`config.mk`:
```
export PLATFORM = sky130hd
export DESIGN_NAME = best_fit_size_class_allocator_unit_flat
export DESIGN_NICKNAME = d
export VERILOG_FILES = /design/src/sv/bfsca_pkg.sv /design/src/sv/bfsca_if.sv /design/src/sv/bfsca_ram.sv /design/src/sv/bfsca_cmp.sv /design/src/sv/best_fit_size_class_allocator_unit.sv /design/src/flat_wrapper.sv
export VERILOG_INCLUDE_DIRS = /design/src /design/src/sv
export SDC_FILE = /design/constraint.sdc
export NUM_CORES = 1
export LEC_CHECK = 0
export ABC_AREA = 0
export BUFFER_PORTS_ARGS = -buffer_cell sky130_fd_sc_hd__clkbuf_2
export CAP_MARGIN = 20
export CELL_PAD_IN_SITES_DETAIL_PLACEMENT = 1
export CELL_PAD_IN_SITES_GLOBAL_PLACEMENT = 2
export CORE_MARGIN = 5
export CORE_UTILIZATION = 30
export DETAILED_ROUTE_END_ITERATION = 10
export GPL_ROUTABILITY_DRIVEN = 0
export PLACE_DENSITY = 0.51
export SLEW_MARGIN = 20
export SYNTH_ARGS = -nofsm -noshare
export SYNTH_HDL_FRONTEND = slang
export SYNTH_HIERARCHICAL = 1
export SYNTH_SLANG_ARGS = --single-unit
```
`constraint.sdc`:
```
create_clock -name clk -period 18.3 [get_ports clk]
set_input_delay 1.83 -clock clk [delete_from_list [all_inputs] [get_ports clk]]
set_output_delay 1.83 -clock clk [all_outputs]
set_load 0.02 [all_outputs]
```
`src/sv/best_fit_size_class_allocator_unit_assert.svh`:
```
// Assertion macros for the allocator. Synthesis sees empty bodies.
`ifndef BEST_FIT_SIZE_CLASS_ALLOCATOR_UNIT_ASSERT_SVH
`define BEST_FIT_SIZE_CLASS_ALLOCATOR_UNIT_ASSERT_SVH

`ifndef SYNTHESIS
// Same-cycle implication under the reset.
`define BFSCA_ASSERT_IMP(label, clk, rst_n, ante, cons, msg) \
	label: assert property (@(posedge clk) disable iff (!rst_n) (ante) |-> (cons)) \
		else $error(msg);
// Next-cycle implication under the reset.
`define BFSCA_ASSERT_NXT(label, clk, rst_n, ante, cons, msg) \
	label: assert property (@(posedge clk) disable iff (!rst_n) (ante) |=> (cons)) \
		else $error(msg);
`else
`define BFSCA_ASSERT_IMP(label, clk, rst_n, ante, cons, msg)
`define BFSCA_ASSERT_NXT(label, clk, rst_n, ante, cons, msg)
`endif

`endif

```
`src/sv/bfsca_pkg.sv`:
```
`timescale 1ns / 1ps

package bfsca_pkg;

	localparam int FREE_ENTRIES = 16;
	localparam int USED_ENTRIES = 16;
	localparam int ADDR_BITS    = 16;

	// Fixed field widths of the channels
	localparam int CMD_W    = 1;
	localparam int REQ_IN_W = 16;
	localparam int CHUNK_W  = 16;
	localparam int BADDR_W  = 16;
	localparam int SIZE_W   = 10;
	localparam int STATUS_W = 3;
	localparam int HEAP_W   = 17;

	localparam int CLS_W = 3;
	localparam int REQ_W = 10;

	localparam int FREE_IW = $clog2(FREE_ENTRIES);
	localparam int USED_IW = $clog2(USED_ENTRIES);
	localparam int FREE_CW = $clog2(FREE_ENTRIES + 1);
	localparam int USED_CW = $clog2(USED_ENTRIES + 1);
	localparam int CNT_W   = (FREE_CW > USED_CW) ? FREE_CW : USED_CW;
	localparam int LIM_W   = (ADDR_BITS + 1 > HEAP_W) ? ADDR_BITS + 1 : HEAP_W;
	localparam int ADDR_XW = (ADDR_BITS > BADDR_W) ? ADDR_BITS : BADDR_W;

	localparam int FREE_W = ADDR_BITS + CLS_W;
	localparam int USED_W = ADDR_BITS + CLS_W + REQ_W;

	localparam logic CMD_ALLOC   = 1'b0;
	localparam logic CMD_DEALLOC = 1'b1;

	typedef enum logic [STATUS_W-1:0] {
		ST_DONE      = 3'd0,
		ST_TOO_LARGE = 3'd1,
		ST_EXHAUSTED = 3'd2,
		ST_FULL      = 3'd3,
		ST_NOT_FOUND = 3'd4
	} status_t;

	typedef struct packed {
		logic                 dealloc;
		logic [CLS_W-1:0]     ent_class;
		logic [CLS_W-1:0]     need_class;
		logic [CLS_W-1:0]     best_class;
		logic                 have_best;
		logic [ADDR_BITS-1:0] ent_addr;
		logic [ADDR_BITS-1:0] key;
	} cmp_req_t;

	typedef struct packed {
		logic take;
	} cmp_rsp_t;

endpackage

```
`src/sv/bfsca_if.sv`:
```
`timescale 1ns / 1ps

interface bfsca_req_if import bfsca_pkg::*; ();
	logic                valid;
	logic                ready;
	logic [CMD_W-1:0]    cmd;
	logic [REQ_IN_W-1:0] request_size;
	logic [CHUNK_W-1:0]  chunk_address;

	modport source (output valid, cmd, request_size, chunk_address, input ready);
	modport sink (input valid, cmd, request_size, chunk_address, output ready);
endinterface

interface bfsca_rsp_if import bfsca_pkg::*; ();
	logic                valid;
	logic                ready;
	logic [BADDR_W-1:0]  block_address;
	logic [SIZE_W-1:0]   block_size;
	logic                reused;
	logic [STATUS_W-1:0] status;

	modport source (output valid, block_address, block_size, reused, status, input ready);
	modport sink (input valid, block_address, block_size, reused, status, output ready);
endinterface

```
`src/sv/bfsca_ram.sv`:
```
`timescale 1ns / 1ps

module bfsca_ram #(
	parameter int WIDTH = 8,
	parameter int DEPTH = 16
) (
	input  logic                     clk,
	input  logic                     we,
	input  logic [$clog2(DEPTH)-1:0] waddr,
	input  logic [WIDTH-1:0]         wdata,
	input  logic [$clog2(DEPTH)-1:0] raddr,
	output logic [WIDTH-1:0]         rdata
);

	logic [WIDTH-1:0] mem_q [DEPTH];

	always_ff @(posedge clk) begin
		if (we) begin
			mem_q[waddr] <= wdata;
		end
		rdata <= mem_q[raddr];
	end

endmodule

```
`src/sv/bfsca_cmp.sv`:
```
`timescale 1ns / 1ps

module bfsca_cmp import bfsca_pkg::*; (
	input  cmp_req_t cmp_req,
	output cmp_rsp_t cmp_rsp
);

	logic fits;
	logic better;
	logic match;

	// best fit: large enough, and strictly smaller than the best so far
	assign fits   = cmp_req.ent_class >= cmp_req.need_class;
	assign better = !cmp_req.have_best || (cmp_req.ent_class < cmp_req.best_class);
	assign match  = cmp_req.ent_addr == cmp_req.key;

	assign cmp_rsp.take = cmp_req.dealloc ? match : (fits && better);

endmodule

```
`src/sv/best_fit_size_class_allocator_unit.sv`:
```
`timescale 1ns / 1ps
// Channel   Dir  Payload                                     Handshake
// request   in   cmd, request_size, chunk_address            valid/ready
// result    out  block_address, block_size, reused, status   valid/ready
// cfg       in   cfg_wdata (heap_limit)                      cfg_we, no wait
//
// One word at a time; request.ready is high only in idle. An oversized or used-full allocate
// goes from accept straight to finish. Other words pass accept, scan, decide, compaction
// (only when an entry moves between stores) and finish in that order; a release scan stops
// at its first hit, and compaction closes the gap behind the taken entry. Each store has one
// registered read port.
// Reset clears counts and bump pointer, loads heap_limit 65536; finish holds while a word waits.

`include "best_fit_size_class_allocator_unit_assert.svh"

module best_fit_size_class_allocator_unit import bfsca_pkg::*; (
	input  logic              clk,
	input  logic              arst_n,
	input  logic              cfg_we,
	input  logic [HEAP_W-1:0] cfg_wdata,
	bfsca_req_if.sink         request,
	bfsca_rsp_if.source       result
);

	localparam int MIN_BLOCK   = 32;
	localparam int MAX_REQ     = 512;
	localparam int NUM_CLASSES = 5;
	localparam logic [HEAP_W-1:0] HEAP_RESET = HEAP_W'(65536);

	typedef enum logic [4:0] {
		S_IDLE    = 5'b00001,
		S_SCAN    = 5'b00010,
		S_DECIDE  = 5'b00100,
		S_COMPACT = 5'b01000,
		S_FINISH  = 5'b10000
	} state_t;

	// size class code to bytes
	function automatic logic [SIZE_W-1:0] class_size(input logic [CLS_W-1:0] c);
		class_size = SIZE_W'(MIN_BLOCK) << c;
	endfunction

	// smallest class that holds r; only meaningful for r up to MAX_REQ
	function automatic logic [CLS_W-1:0] round_class(input logic [REQ_IN_W-1:0] r);
		logic [CLS_W-1:0] c;
		c = CLS_W'(NUM_CLASSES - 1);
		for (int k = NUM_CLASSES - 2; k >= 0; k--) begin
			if (r <= REQ_IN_W'(MIN_BLOCK << k)) begin
				c = CLS_W'(k);
			end
		end
		return c;
	endfunction

	function automatic logic [ADDR_BITS-1:0] to_key(input logic [CHUNK_W-1:0] a);
		logic [ADDR_XW-1:0] x;
		x = ADDR_XW'(a);
		return x[ADDR_BITS-1:0];
	endfunction

	function automatic logic [BADDR_W-1:0] to_port(input logic [ADDR_BITS-1:0] a);
		logic [ADDR_XW-1:0] x;
		x = ADDR_XW'(a);
		return x[BADDR_W-1:0];
	endfunction

	// control state
	state_t              state_q;
	logic [HEAP_W-1:0]   heap_limit_q;
	logic [FREE_CW-1:0]  free_count_q;
	logic [USED_CW-1:0]  used_count_q;
	logic [LIM_W-1:0]    bump_q;
	logic [CNT_W-1:0]    idx_q;
	logic                rd_v_s1;
	logic                have_q;
	logic                out_valid_q;

	// datapath
	logic                 cmd_q;
	logic [REQ_W-1:0]     req_q;
	logic [CLS_W-1:0]     cls_q;
	logic [ADDR_BITS-1:0] key_q;
	logic [CNT_W-1:0]     rd_idx_s1;
	logic [CNT_W-1:0]     best_idx_q;
	logic [CLS_W-1:0]     best_cls_q;
	logic [ADDR_BITS-1:0] best_addr_q;
	logic [BADDR_W-1:0]   res_addr_q;
	logic [SIZE_W-1:0]    res_size_q;
	logic                 res_reused_q;
	status_t              res_status_q;
	logic [BADDR_W-1:0]   out_addr_q;
	logic [SIZE_W-1:0]    out_size_q;
	logic                 out_reused_q;
	status_t              out_status_q;

	// store ports
	logic                 free_we;
	logic [FREE_IW-1:0]   free_waddr;
	logic [FREE_W-1:0]    free_wdata;
	logic [FREE_W-1:0]    free_rd;
	logic                 used_we;
	logic [USED_IW-1:0]   used_waddr;
	logic [USED_W-1:0]    used_wdata;
	logic [USED_W-1:0]    used_rd;

	logic                 in_fire;
	logic                 too_big;
	logic                 used_full;
	logic                 free_full;
	logic [CNT_W-1:0]     store_cnt;
	logic                 scan_issue;
	logic                 compact_issue;
	logic                 rd_go;
	logic                 scan_done;
	logic                 compact_done;
	logic                 take_en;
	logic [CNT_W-1:0]     move_addr;
	logic [ADDR_BITS-1:0] ent_addr;
	logic [CLS_W-1:0]     ent_cls;
	logic [LIM_W-1:0]     cap;
	logic [LIM_W-1:0]     heap_ext;
	logic [LIM_W-1:0]     limit;
	logic [LIM_W-1:0]     need;
	logic                 bump_ok;
	logic                 out_slot_free;
	cmp_req_t             cmp_req;
	cmp_rsp_t             cmp_rsp;

	// handshake
	assign request.ready = (state_q == S_IDLE);
	assign in_fire       = request.valid && request.ready;
	assign out_slot_free = !out_valid_q || result.ready;

	assign result.valid         = out_valid_q;
	assign result.block_address = out_addr_q;
	assign result.block_size    = out_size_q;
	assign result.reused        = out_reused_q;
	assign result.status        = out_status_q;

	assign too_big   = request.request_size > REQ_IN_W'(MAX_REQ);
	assign used_full = used_count_q >= USED_CW'(USED_ENTRIES);
	assign free_full = free_count_q >= FREE_CW'(FREE_ENTRIES);

	// allocate walks the free store, deallocate the used store; the
	// compaction then works on the same store
	assign store_cnt = cmd_q ? CNT_W'(used_count_q) : CNT_W'(free_count_q);

	// a release stops at the first hit
	assign scan_issue    = (state_q == S_SCAN) && (idx_q < store_cnt) && !(cmd_q && have_q);
	assign compact_issue = (state_q == S_COMPACT) && (idx_q < store_cnt);
	assign rd_go         = scan_issue || compact_issue;
	assign scan_done     = (state_q == S_SCAN) && !scan_issue && !rd_v_s1;
	assign compact_done  = (state_q == S_COMPACT) && !compact_issue && !rd_v_s1;
	assign move_addr     = rd_idx_s1 - 1'b1;

	assign ent_addr = cmd_q ? used_rd[USED_W-1 -: ADDR_BITS] : free_rd[FREE_W-1 -: ADDR_BITS];
	assign ent_cls  = cmd_q ? used_rd[REQ_W +: CLS_W] : free_rd[CLS_W-1:0];

	assign cmp_req.dealloc    = cmd_q;
	assign cmp_req.ent_class  = ent_cls;
	assign cmp_req.need_class = cls_q;
	assign cmp_req.best_class = best_cls_q;
	assign cmp_req.have_best  = have_q;
	assign cmp_req.ent_addr   = ent_addr;
	assign cmp_req.key        = key_q;

	bfsca_cmp u_cmp (
		.cmp_req (cmp_req),
		.cmp_rsp (cmp_rsp)
	);

	assign take_en = (state_q == S_SCAN) && rd_v_s1 && cmp_rsp.take && !(cmd_q && have_q);

	// bump limit: the smaller of heap_limit and the address space
	assign cap      = LIM_W'(1) << ADDR_BITS;
	assign heap_ext = LIM_W'(heap_limit_q);
	assign limit    = (heap_ext < cap) ? heap_ext : cap;
	assign need     = LIM_W'(class_size(cls_q));
	assign bump_ok  = (bump_q <= limit) && ((limit - bump_q) >= need);

	// free store: push on release, shift down on reuse
	always_comb begin
		free_we    = ((state_q == S_DECIDE) && cmd_q && have_q && !free_full) ||
			((state_q == S_COMPACT) && rd_v_s1 && !cmd_q);
		free_waddr = (state_q == S_DECIDE) ? free_count_q[FREE_IW-1:0] : move_addr[FREE_IW-1:0];
		free_wdata = (state_q == S_DECIDE) ? {best_addr_q, best_cls_q} : free_rd;
	end

	// used store: push on grant, shift down on release
	always_comb begin
		used_we    = ((state_q == S_DECIDE) && !cmd_q && (have_q || bump_ok)) ||
			((state_q == S_COMPACT) && rd_v_s1 && cmd_q);
		used_waddr = (state_q == S_DECIDE) ? used_count_q[USED_IW-1:0] : move_addr[USED_IW-1:0];
		if (state_q == S_DECIDE) begin
			used_wdata = {(have_q ? best_addr_q : bump_q[ADDR_BITS-1:0]),
				(have_q ? best_cls_q : cls_q), req_q};
		end else begin
			used_wdata = used_rd;
		end
	end

	bfsca_ram #(.WIDTH(FREE_W), .DEPTH(FREE_ENTRIES)) u_free_ram (
		.clk   (clk),
		.we    (free_we),
		.waddr (free_waddr),
		.wdata (free_wdata),
		.raddr (idx_q[FREE_IW-1:0]),
		.rdata (free_rd)
	);

	bfsca_ram #(.WIDTH(USED_W), .DEPTH(USED_ENTRIES)) u_used_ram (
		.clk   (clk),
		.we    (used_we),
		.waddr (used_waddr),
		.wdata (used_wdata),
		.raddr (idx_q[USED_IW-1:0]),
		.rdata (used_rd)
	);

	// sequencer
	always_ff @(posedge clk or negedge arst_n) begin
		if (!arst_n) begin
			state_q      <= S_IDLE;
			heap_limit_q <= HEAP_RESET;
			free_count_q <= '0;
			used_count_q <= '0;
			bump_q       <= '0;
			idx_q        <= '0;
			rd_v_s1      <= 1'b0;
			have_q       <= 1'b0;
			out_valid_q  <= 1'b0;
		end else begin
			if (cfg_we) begin
				heap_limit_q <= cfg_wdata;
			end
			// load the output register from finish, else drop the word once taken
			if ((state_q == S_FINISH) && out_slot_free) begin
				out_valid_q <= 1'b1;
			end else if (result.ready) begin
				out_valid_q <= 1'b0;
			end
			rd_v_s1 <= rd_go;
			if (rd_go) begin
				idx_q <= idx_q + 1'b1;
			end
			case (state_q)
				S_IDLE: begin
					if (in_fire) begin
						idx_q  <= '0;
						have_q <= 1'b0;
						// drop an oversized or used-full allocate without a search
						if ((request.cmd == CMD_ALLOC) && (too_big || used_full)) begin
							state_q <= S_FINISH;
						end else begin
							state_q <= S_SCAN;
						end
					end
				end
				S_SCAN: begin
					if (take_en) begin
						have_q <= 1'b1;
					end
					if (scan_done) begin
						state_q <= S_DECIDE;
					end
				end
				S_DECIDE: begin
					if (cmd_q == CMD_ALLOC) begin
						if (have_q) begin
							used_count_q <= used_count_q + 1'b1;
							idx_q        <= best_idx_q + 1'b1;
							state_q      <= S_COMPACT;
						end else begin
							if (bump_ok) begin
								used_count_q <= used_count_q + 1'b1;
								bump_q       <= bump_q + need;
							end
							state_q <= S_FINISH;
						end
					end else begin
						if (have_q && !free_full) begin
							free_count_q <= free_count_q + 1'b1;
							idx_q        <= best_idx_q + 1'b1;
							state_q      <= S_COMPACT;
						end else begin
							state_q <= S_FINISH;
						end
					end
				end
				S_COMPACT: begin
					if (compact_done) begin
						if (cmd_q == CMD_DEALLOC) begin
							used_count_q <= used_count_q - 1'b1;
						end else begin
							free_count_q <= free_count_q - 1'b1;
						end
						state_q <= S_FINISH;
					end
				end
				S_FINISH: begin
					if (out_slot_free) begin
						state_q <= S_IDLE;
					end
				end
				default: begin
					state_q <= S_IDLE;
				end
			endcase
		end
	end

	// payload registers
	always_ff @(posedge clk) begin
		if (rd_go) begin
			rd_idx_s1 <= idx_q;
		end
		if (take_en) begin
			best_idx_q  <= rd_idx_s1;
			best_cls_q  <= ent_cls;
			best_addr_q <= ent_addr;
		end
		case (state_q)
			S_IDLE: begin
				if (in_fire) begin
					cmd_q        <= request.cmd;
					req_q        <= request.request_size[REQ_W-1:0];
					cls_q        <= round_class(request.request_size);
					key_q        <= to_key(request.chunk_address);
					res_addr_q   <= '0;
					res_size_q   <= '0;
					res_reused_q <= 1'b0;
					res_status_q <= too_big ? ST_TOO_LARGE : ST_FULL;
				end
			end
			S_DECIDE: begin
				if (cmd_q == CMD_ALLOC) begin
					if (have_q) begin
						res_addr_q   <= to_port(best_addr_q);
						res_size_q   <= class_size(best_cls_q);
						res_reused_q <= 1'b1;
						res_status_q <= ST_DONE;
					end else if (bump_ok) begin
						res_addr_q   <= bump_q[BADDR_W-1:0];
						res_size_q   <= class_size(cls_q);
						res_status_q <= ST_DONE;
					end else begin
						res_status_q <= ST_EXHAUSTED;
					end
				end else begin
					if (!have_q) begin
						res_status_q <= ST_NOT_FOUND;
					end else if (free_full) begin
						res_status_q <= ST_FULL;
					end else begin
						res_addr_q   <= to_port(best_addr_q);
						res_size_q   <= class_size(best_cls_q);
						res_status_q <= ST_DONE;
					end
				end
			end
			S_FINISH: begin
				if (out_slot_free) begin
					out_addr_q   <= res_addr_q;
					out_size_q   <= res_size_q;
					out_reused_q <= res_reused_q;
					out_status_q <= res_status_q;
				end
			end
			default: begin
			end
		endcase
	end

	// an accepted word always leaves idle in the cycle after it is accepted
	`BFSCA_ASSERT_NXT(a_accept_busy, clk, arst_n, in_fire, state_q != S_IDLE, "accept did not start work")
	// failures carry no block
	`BFSCA_ASSERT_IMP(a_fail_zero, clk, arst_n, out_valid_q && (out_status_q != ST_DONE), (out_addr_q == '0) && (out_size_q == '0) && !out_reused_q, "failure with payload")
	// a success names one size class
	`BFSCA_ASSERT_IMP(a_done_size, clk, arst_n, out_valid_q && (out_status_q == ST_DONE), $onehot(out_size_q) && (out_size_q >= SIZE_W'(MIN_BLOCK)), "bad block size")
	// every grant pushes one used entry
	`BFSCA_ASSERT_NXT(a_used_grow, clk, arst_n, (state_q == S_DECIDE) && (cmd_q == CMD_ALLOC) && (have_q || bump_ok), used_count_q == $past(used_count_q) + 1'b1, "grant without used push")

endmodule

```
`src/flat_wrapper.sv`:
```
// flat-port wrapper written by rule: the top's interface ports become plain ports
module best_fit_size_class_allocator_unit_flat import bfsca_pkg::*;
  (clk, arst_n, cfg_we, cfg_wdata, request_valid, request_cmd, request_request_size, request_chunk_address, request_ready, result_valid, result_block_address, result_block_size, result_reused, result_status, result_ready);
  bfsca_req_if request_i ();
  bfsca_rsp_if result_i ();
  input  logic clk;
  input  logic arst_n;
  input  logic cfg_we;
  input  logic [HEAP_W-1:0] cfg_wdata;
  input wire logic [$bits(request_i.valid)-1:0] request_valid;
  input wire logic [$bits(request_i.cmd)-1:0] request_cmd;
  input wire logic [$bits(request_i.request_size)-1:0] request_request_size;
  input wire logic [$bits(request_i.chunk_address)-1:0] request_chunk_address;
  output wire logic [$bits(request_i.ready)-1:0] request_ready;
  output wire logic [$bits(result_i.valid)-1:0] result_valid;
  output wire logic [$bits(result_i.block_address)-1:0] result_block_address;
  output wire logic [$bits(result_i.block_size)-1:0] result_block_size;
  output wire logic [$bits(result_i.reused)-1:0] result_reused;
  output wire logic [$bits(result_i.status)-1:0] result_status;
  input wire logic [$bits(result_i.ready)-1:0] result_ready;
  assign request_i.valid = request_valid;
  assign request_i.cmd = request_cmd;
  assign request_i.request_size = request_request_size;
  assign request_i.chunk_address = request_chunk_address;
  assign request_ready = request_i.ready;
  assign result_valid = result_i.valid;
  assign result_block_address = result_i.block_address;
  assign result_block_size = result_i.block_size;
  assign result_reused = result_i.reused;
  assign result_status = result_i.status;
  assign result_i.ready = result_ready;
  best_fit_size_class_allocator_unit u_core (.clk(clk), .arst_n(arst_n), .cfg_we(cfg_we), .cfg_wdata(cfg_wdata), .request(request_i), .result(result_i));
endmodule
```
; After elaboration in Yosys (flattened, before gate mapping)
; Memories as Yosys holds them, arrays and structs flattened. A register that Yosys moved wholly into a read port is not among the register bits.
; Cells that the tools add are included.
[word_totals]
register_bits = 176
latchBits = 0
ram_bits = 768
mem_bits_ro = 0
inputBits = 55
out_inout_bits = 32
word_cells = 206
mem_count = 2
[classes]
add_sub_neg = 9
n_mul = 0
div_mod_pow = 0
magnitude_cmp = 13
n_eq_ne = 20
shifts = 2
mux = 74
bitwise_logic = 3
n_reduce_logical = 56
[mem_list]
columns = memory, depth, width, read_ports, rd_clocked_by_memory_dff, wr, line_no
row1 = u_core.u_used_ram.mem_q, 16, 29, 1, 1, 1, bfsca_ram.sv:15  ; logic [WIDTH-1:0] mem_q [DEPTH];
row2 = u_core.u_free_ram.mem_q, 16, 19, 1, 1, 1, bfsca_ram.sv:15
[op_table]
columns = op, n
row1 = $mux W16, 8
row2 = $mux W5, 23
row3 = $mux W10, 6
row4 = $pmux W16 S2, 1
row5 = $pmux W5 S2, 3
row6 = $mux W29, 1
row7 = $logic_and A1 B1 Y1, 25
row8 = $pmux W5 S5, 1
row9 = $mux W3, 7
row10 = $add A5 B1 Y5 const B, 4
row11 = $pmux W10 S2, 1
row12 = $shl A6 B3 Y10 const A, 2
row13 = $mux W19, 1
row14 = $add A17 B10 Y17, 1
row15 = $ge A17 B10 Y1, 1
row16 = $le A17 B17 Y1, 1
row17 = $lt A17 B17 Y1 const B, 1
row18 = $mux W17, 1
row19 = $sub A17 B17 Y17, 1
row20 = $eq A16 B16 Y1, 1
row21 = $gt A16 B10 Y1 const B, 1
row22 = $le A16 B6 Y1 const B, 1
row23 = $le A16 B7 Y1 const B, 1
row24 = $le A16 B8 Y1 const B, 1
row25 = other kinds (32), 83

; Longest topological paths before layout
[logic_depth]
word_depth = 10
ltp_mapped = 16
depth_no_buf = 15

; Modules after synthesis
; The synthesis kept the hierarchy.
[modules_own_cells]
columns = module, instances, cells_each, area_per_inst_um2, seq_area_each_um2
row1 = bfsca_ram at u_core.u_used_ram, 1, 761, 18032.3, 14513.9
row2 = bfsca_ram at u_core.u_free_ram, 1, 507, 11846.4, 9509.1
row3 = best_fit_size_class_allocator_unit, 1, 782, 8295.5, 4451.8
row4 = bfsca_cmp, 1, 39, 316.6, 0.0

; Worst setup path before layout
; OpenSTA, ideal clock, no wires.
[synth_timing]
path_type = reg2reg
startpoint = reg u_core.heap_limit_q[16] (netlist: u_core/heap_ext[16])
endpoint = mem u_core/u_used_ram/mem_q[0][0] (netlist bit), enable pin
setup_time_ns = 0.451
arrival_time_ns = 5.293
required_time_ns = 17.849
setup_slack_ns = 12.555
path_stages_with_launch = 17
path_buffers = 1
synth_period_minus_slack_ns = 5.745
path_cell_list = dfstp_2 -> clkbuf_1 -> nor2b_1 -> ha_1 -> o211ai_1 -> nand2_1 -> xor2_1 -> ha_1 -> o21ai_0 -> a21oi_1 -> o21ai_0 -> nor4b_2 -> nand4_1 -> a211oi_2 -> o22ai_1 -> or3b_2 -> nor3_1
[synth_between]
elab_chain_len = 10
elab_cells_between_ends = 11
classes_between = add/sub: 1 / order compare: 3 / mux: 3 / reduce/logical: 4
[synth_rtl]
columns = item, line_no
row1 = start: declaration, best_fit_size_class_allocator_unit.sv:69  ; logic [HEAP_W-1:0] heap_limit_q;
row2 = start signal: assignment, best_fit_size_class_allocator_unit.sv:234  ; heap_limit_q <= cfg_wdata;
row3 = $lt A17 B17 Y1, best_fit_size_class_allocator_unit.sv:177  ; assign limit = (heap_ext < cap) ? heap_ext : cap;
row4 = $mux W17 *, best_fit_size_class_allocator_unit.sv:177
row5 = $sub A17 B17 Y17, best_fit_size_class_allocator_unit.sv:179  ; assign bump_ok = (bump_q <= limit) && ((limit - bump_q) >= need);
row6 = $ge A17 B10 Y1, best_fit_size_class_allocator_unit.sv:179
row7 = $logic_and A1 B1 Y1 *, best_fit_size_class_allocator_unit.sv:179
row8 = $logic_or A1 B1 Y1 *, best_fit_size_class_allocator_unit.sv:191  ; used_we = ((state_q == S_DECIDE) && !cmd_q && (have_q || bump_ok)) ||
row9 = $logic_and A1 B1 Y1 *, best_fit_size_class_allocator_unit.sv:191
row10 = $logic_or A1 B1 Y1 *, best_fit_size_class_allocator_unit.sv:191
row11 = named net u_core.used_we, best_fit_size_class_allocator_unit.sv:101  ; logic used_we;
row12 = $mux W1 *, bfsca_ram.sv:18  ; if (we) begin
row13 = $mux W1 (implied by the code) *, bfsca_ram.sv:19  ; mem_q[waddr] <= wdata;
row14 = end: declaration, bfsca_ram.sv:15
; The timed path passes the listed nets; every way through them passes the cells marked *.

; Final worst setup path
[layout_timing]
startpoint = reg u_core.heap_limit_q[16] (netlist: u_core/heap_ext[16])
endpoint = mem u_core/u_used_ram/mem_q[6][10] (netlist bit), enable pin
; The elaborated chain is that of the path after synthesis.

==> qor.txt <==
GRT Total Usage - 15.55%
Fraction of layout cells with a size suffix above 1 - 25.26%
Root buf cell - clkbuf_16
Setup crit end kind - register
Max-Cap Viols - 0
Synthesized instance count - 1809
Static leakage - 12.31 nW
Slew @ Worst Pin - 0.9707 ns
Remaining Overflow, GRT - 0
Max clock buf depth - 3
Detailed Route Iter0 Violations - 1041
CP Max Fanout - 13
Post-CTS Repair Setup Buffers - 0
PwrDens - 129.8 mW/mm^2
Max Fclk - 202.7 MHz
Worst Hold Class - reg2reg
Mapped Area - 0.03198 sq mm
TritonRoute pass-1 iters - 5
I/O Pins - 87
Final worst-path cycle share - 26.95%
Final min period - 4.933 ns
CP arrival - 5.27 ns
Detailed Route WL - 88440 um
Total power - 4.839 mW
Hold_buf cts - 0
Via count - 16764
RSZ-0062 raised after global routing - no
Die width - 336.5 um
CP Class - reg2reg
Syn_area_per_cell - 17.68 sq um
Final net count - 2045
Worst-path clk slew - 0.06 ns
CP startpoint kind - register
Die height - 336.5 um
H-tree Lvls - 3
# clock sinks - 792
Core box area - 0.1056 sq mm
DR DRC count - 0
DIE AREA - 0.1132 sq mm
Starting density of the core - 30.29%
Outcome - complete, no violations
CTS buffer count - 89
Hold Slack - 0.4205 ns
Setup TNS after final layout - 0 ns
Max-slew violations - 0
First-pass GRT wire length - 127300 um
Fillers - 10519
Clk_skew - 0.01749 ns
Number of core rows - 119
CTS tree - done
YS warnings - 6
Area of the multi-input gates - 0.008289 sq mm
Detail Placement HPWL - 53310 um
I/O Buffers - 76
Setup Viol. Count Final - 0
DR WL/cell - 25.92 um
Largest net degree at the start of global routing - 85
Final hold vios - 0
Vias per cell - 4.913
Reg area - 0.02318 sq mm
Number of gates resized after CTS - 0
Worst vdd ir - 0.08019 mV
Vias in the first global route - 18194
Layout area overhead - 16.55%
Fin util - 35.31%
Remaining antenna violation count after routing - 0
Relative slew slack - 35.05%
Worst skew pair latency - 0.65 ns
Antenna violations before repair - 4
Worst EP required - 18.63 ns
==> layout by cell type (no fill, tap or decap), types with 6 or more instances in the layout <==
cell / n
a21o_1: 13
nand2_1: 178
buf_4: 63
o21a_1: 6
clkbuf_2: 76
clkbuf_8: 6
clkinv_2: 10
bufinv_16: 11
nand4_1: 8
dfxtp_1: 38
xnor2_1: 35
inv_1: 44
mux4_2: 147
and3_1: 7
mux2_2: 32
clkbuf_16: 89
ha_1: 40
nand3_1: 21
xor2_1: 13
nand3b_1: 8
clkinv_1: 17
nor2_1: 34
nor2b_1: 15
nor3_1: 18
nor3_2: 8
a21oi_1: 40
dfrtp_1: 43
o21ai_0: 31
nand2b_1: 10
edfxtp_1: 707
clkbuf_1: 16
nor2_2: 26
mux2i_1: 25
a22oi_1: 79
==> stage by stage <==
| step | worst slack [ns] | instances | instance area, sq um |
|---|---|---|---|
| finish | 13.37 | 3412 | 37270 |
| global route | 12.97 | 3410 | 37270 |
| CTS | 13.24 | 3409 | 37240 |
| detailed placement | 13.24 | 3246 | 34240 |
| global placement | 13.25 | 3246 | 34240 |
| floorplan | 13.26 | 1813 | 32000 |
==> per-layer routing <==
metal | global-route usage [%] | wire, um | vias up
li1 | - | - | 7386
met1 | 21.15 | 39600 | 8957
met2 | 26.37 | 43650 | 304
met3 | 2.311 | 3188 | 117
met4 | 3.982 | 2002 | 0
met5 | 0 | 0 | -
==> worst paths after layout <==
path                                      start                        endpoint  slack [ns]  cells after the start
min in group asynchronous                arst_n             u_core/heap_ext[14]        1.30                      2
setup reg to reg            u_core/heap_ext[16]  u_core/u_used_ram/mem_q[6][10]       13.37                     16
hold / removal             u_core/res_size_q[5]     u_core/result.block_size[5]        0.42                      0
setup / recovery            u_core/heap_ext[16]  u_core/u_used_ram/mem_q[6][10]       13.37                     16
hold reg to reg            u_core/res_size_q[5]     u_core/result.block_size[5]        0.42                      0
max in group asynchronous                arst_n                 u_core/idx_q[0]       16.41                      2
==> state kept, by name, indices dropped and copies added (netlist names), 12 cells and up <==
signal                       cells
u_core/result.block_address     16
u_core/u_used_ram/mem_q        304
u_core/heap_ext                 12
u_core/best_addr_q              16
u_core/bump_q                   12
u_core/res_addr_q               16
u_core/u_free_ram/mem_q        304
u_core/u_free_ram/rdata         19
u_core/u_used_ram/rdata         19
u_core/key_q                    16
==> power breakdown <==
group          switching [mW]  internal, mW  total, mW
registers              0.0857          2.17       2.26
logic                   0.444         0.321      0.765
clock network           0.737          1.08       1.82
==> cell type report <==
class / count / area share, %
antenna: 2 / 0.01343
timing repair buffer: 141 / 2.417
multi-input combinational: 879 / 22.24
clock buffer: 111 / 6.358
clock inverter: 52 / 1.678
sequential: 792 / 62.18
inverter: 44 / 0.4431
tap: 1391 / 4.669
==> worst max-delay path: stages, from the launching register on <==
cell and delay [ns]:
dfstp_2 0.70, nor2b_1 0.09, ha_1 0.33, o211ai_1 0.27, nand2_1 0.18, xor2_1 0.18, ha_1 0.27, o21ai_0 0.06
a21oi_1 0.12, o21ai_0 0.13, nor4b_2 0.18, nand4_1 0.18, a211oi_2 0.11, o22ai_1 0.41, nand3b_1 0.34, nor2_2 0.67
buf_4 0.38
Power figures use the tool's default switching activity.
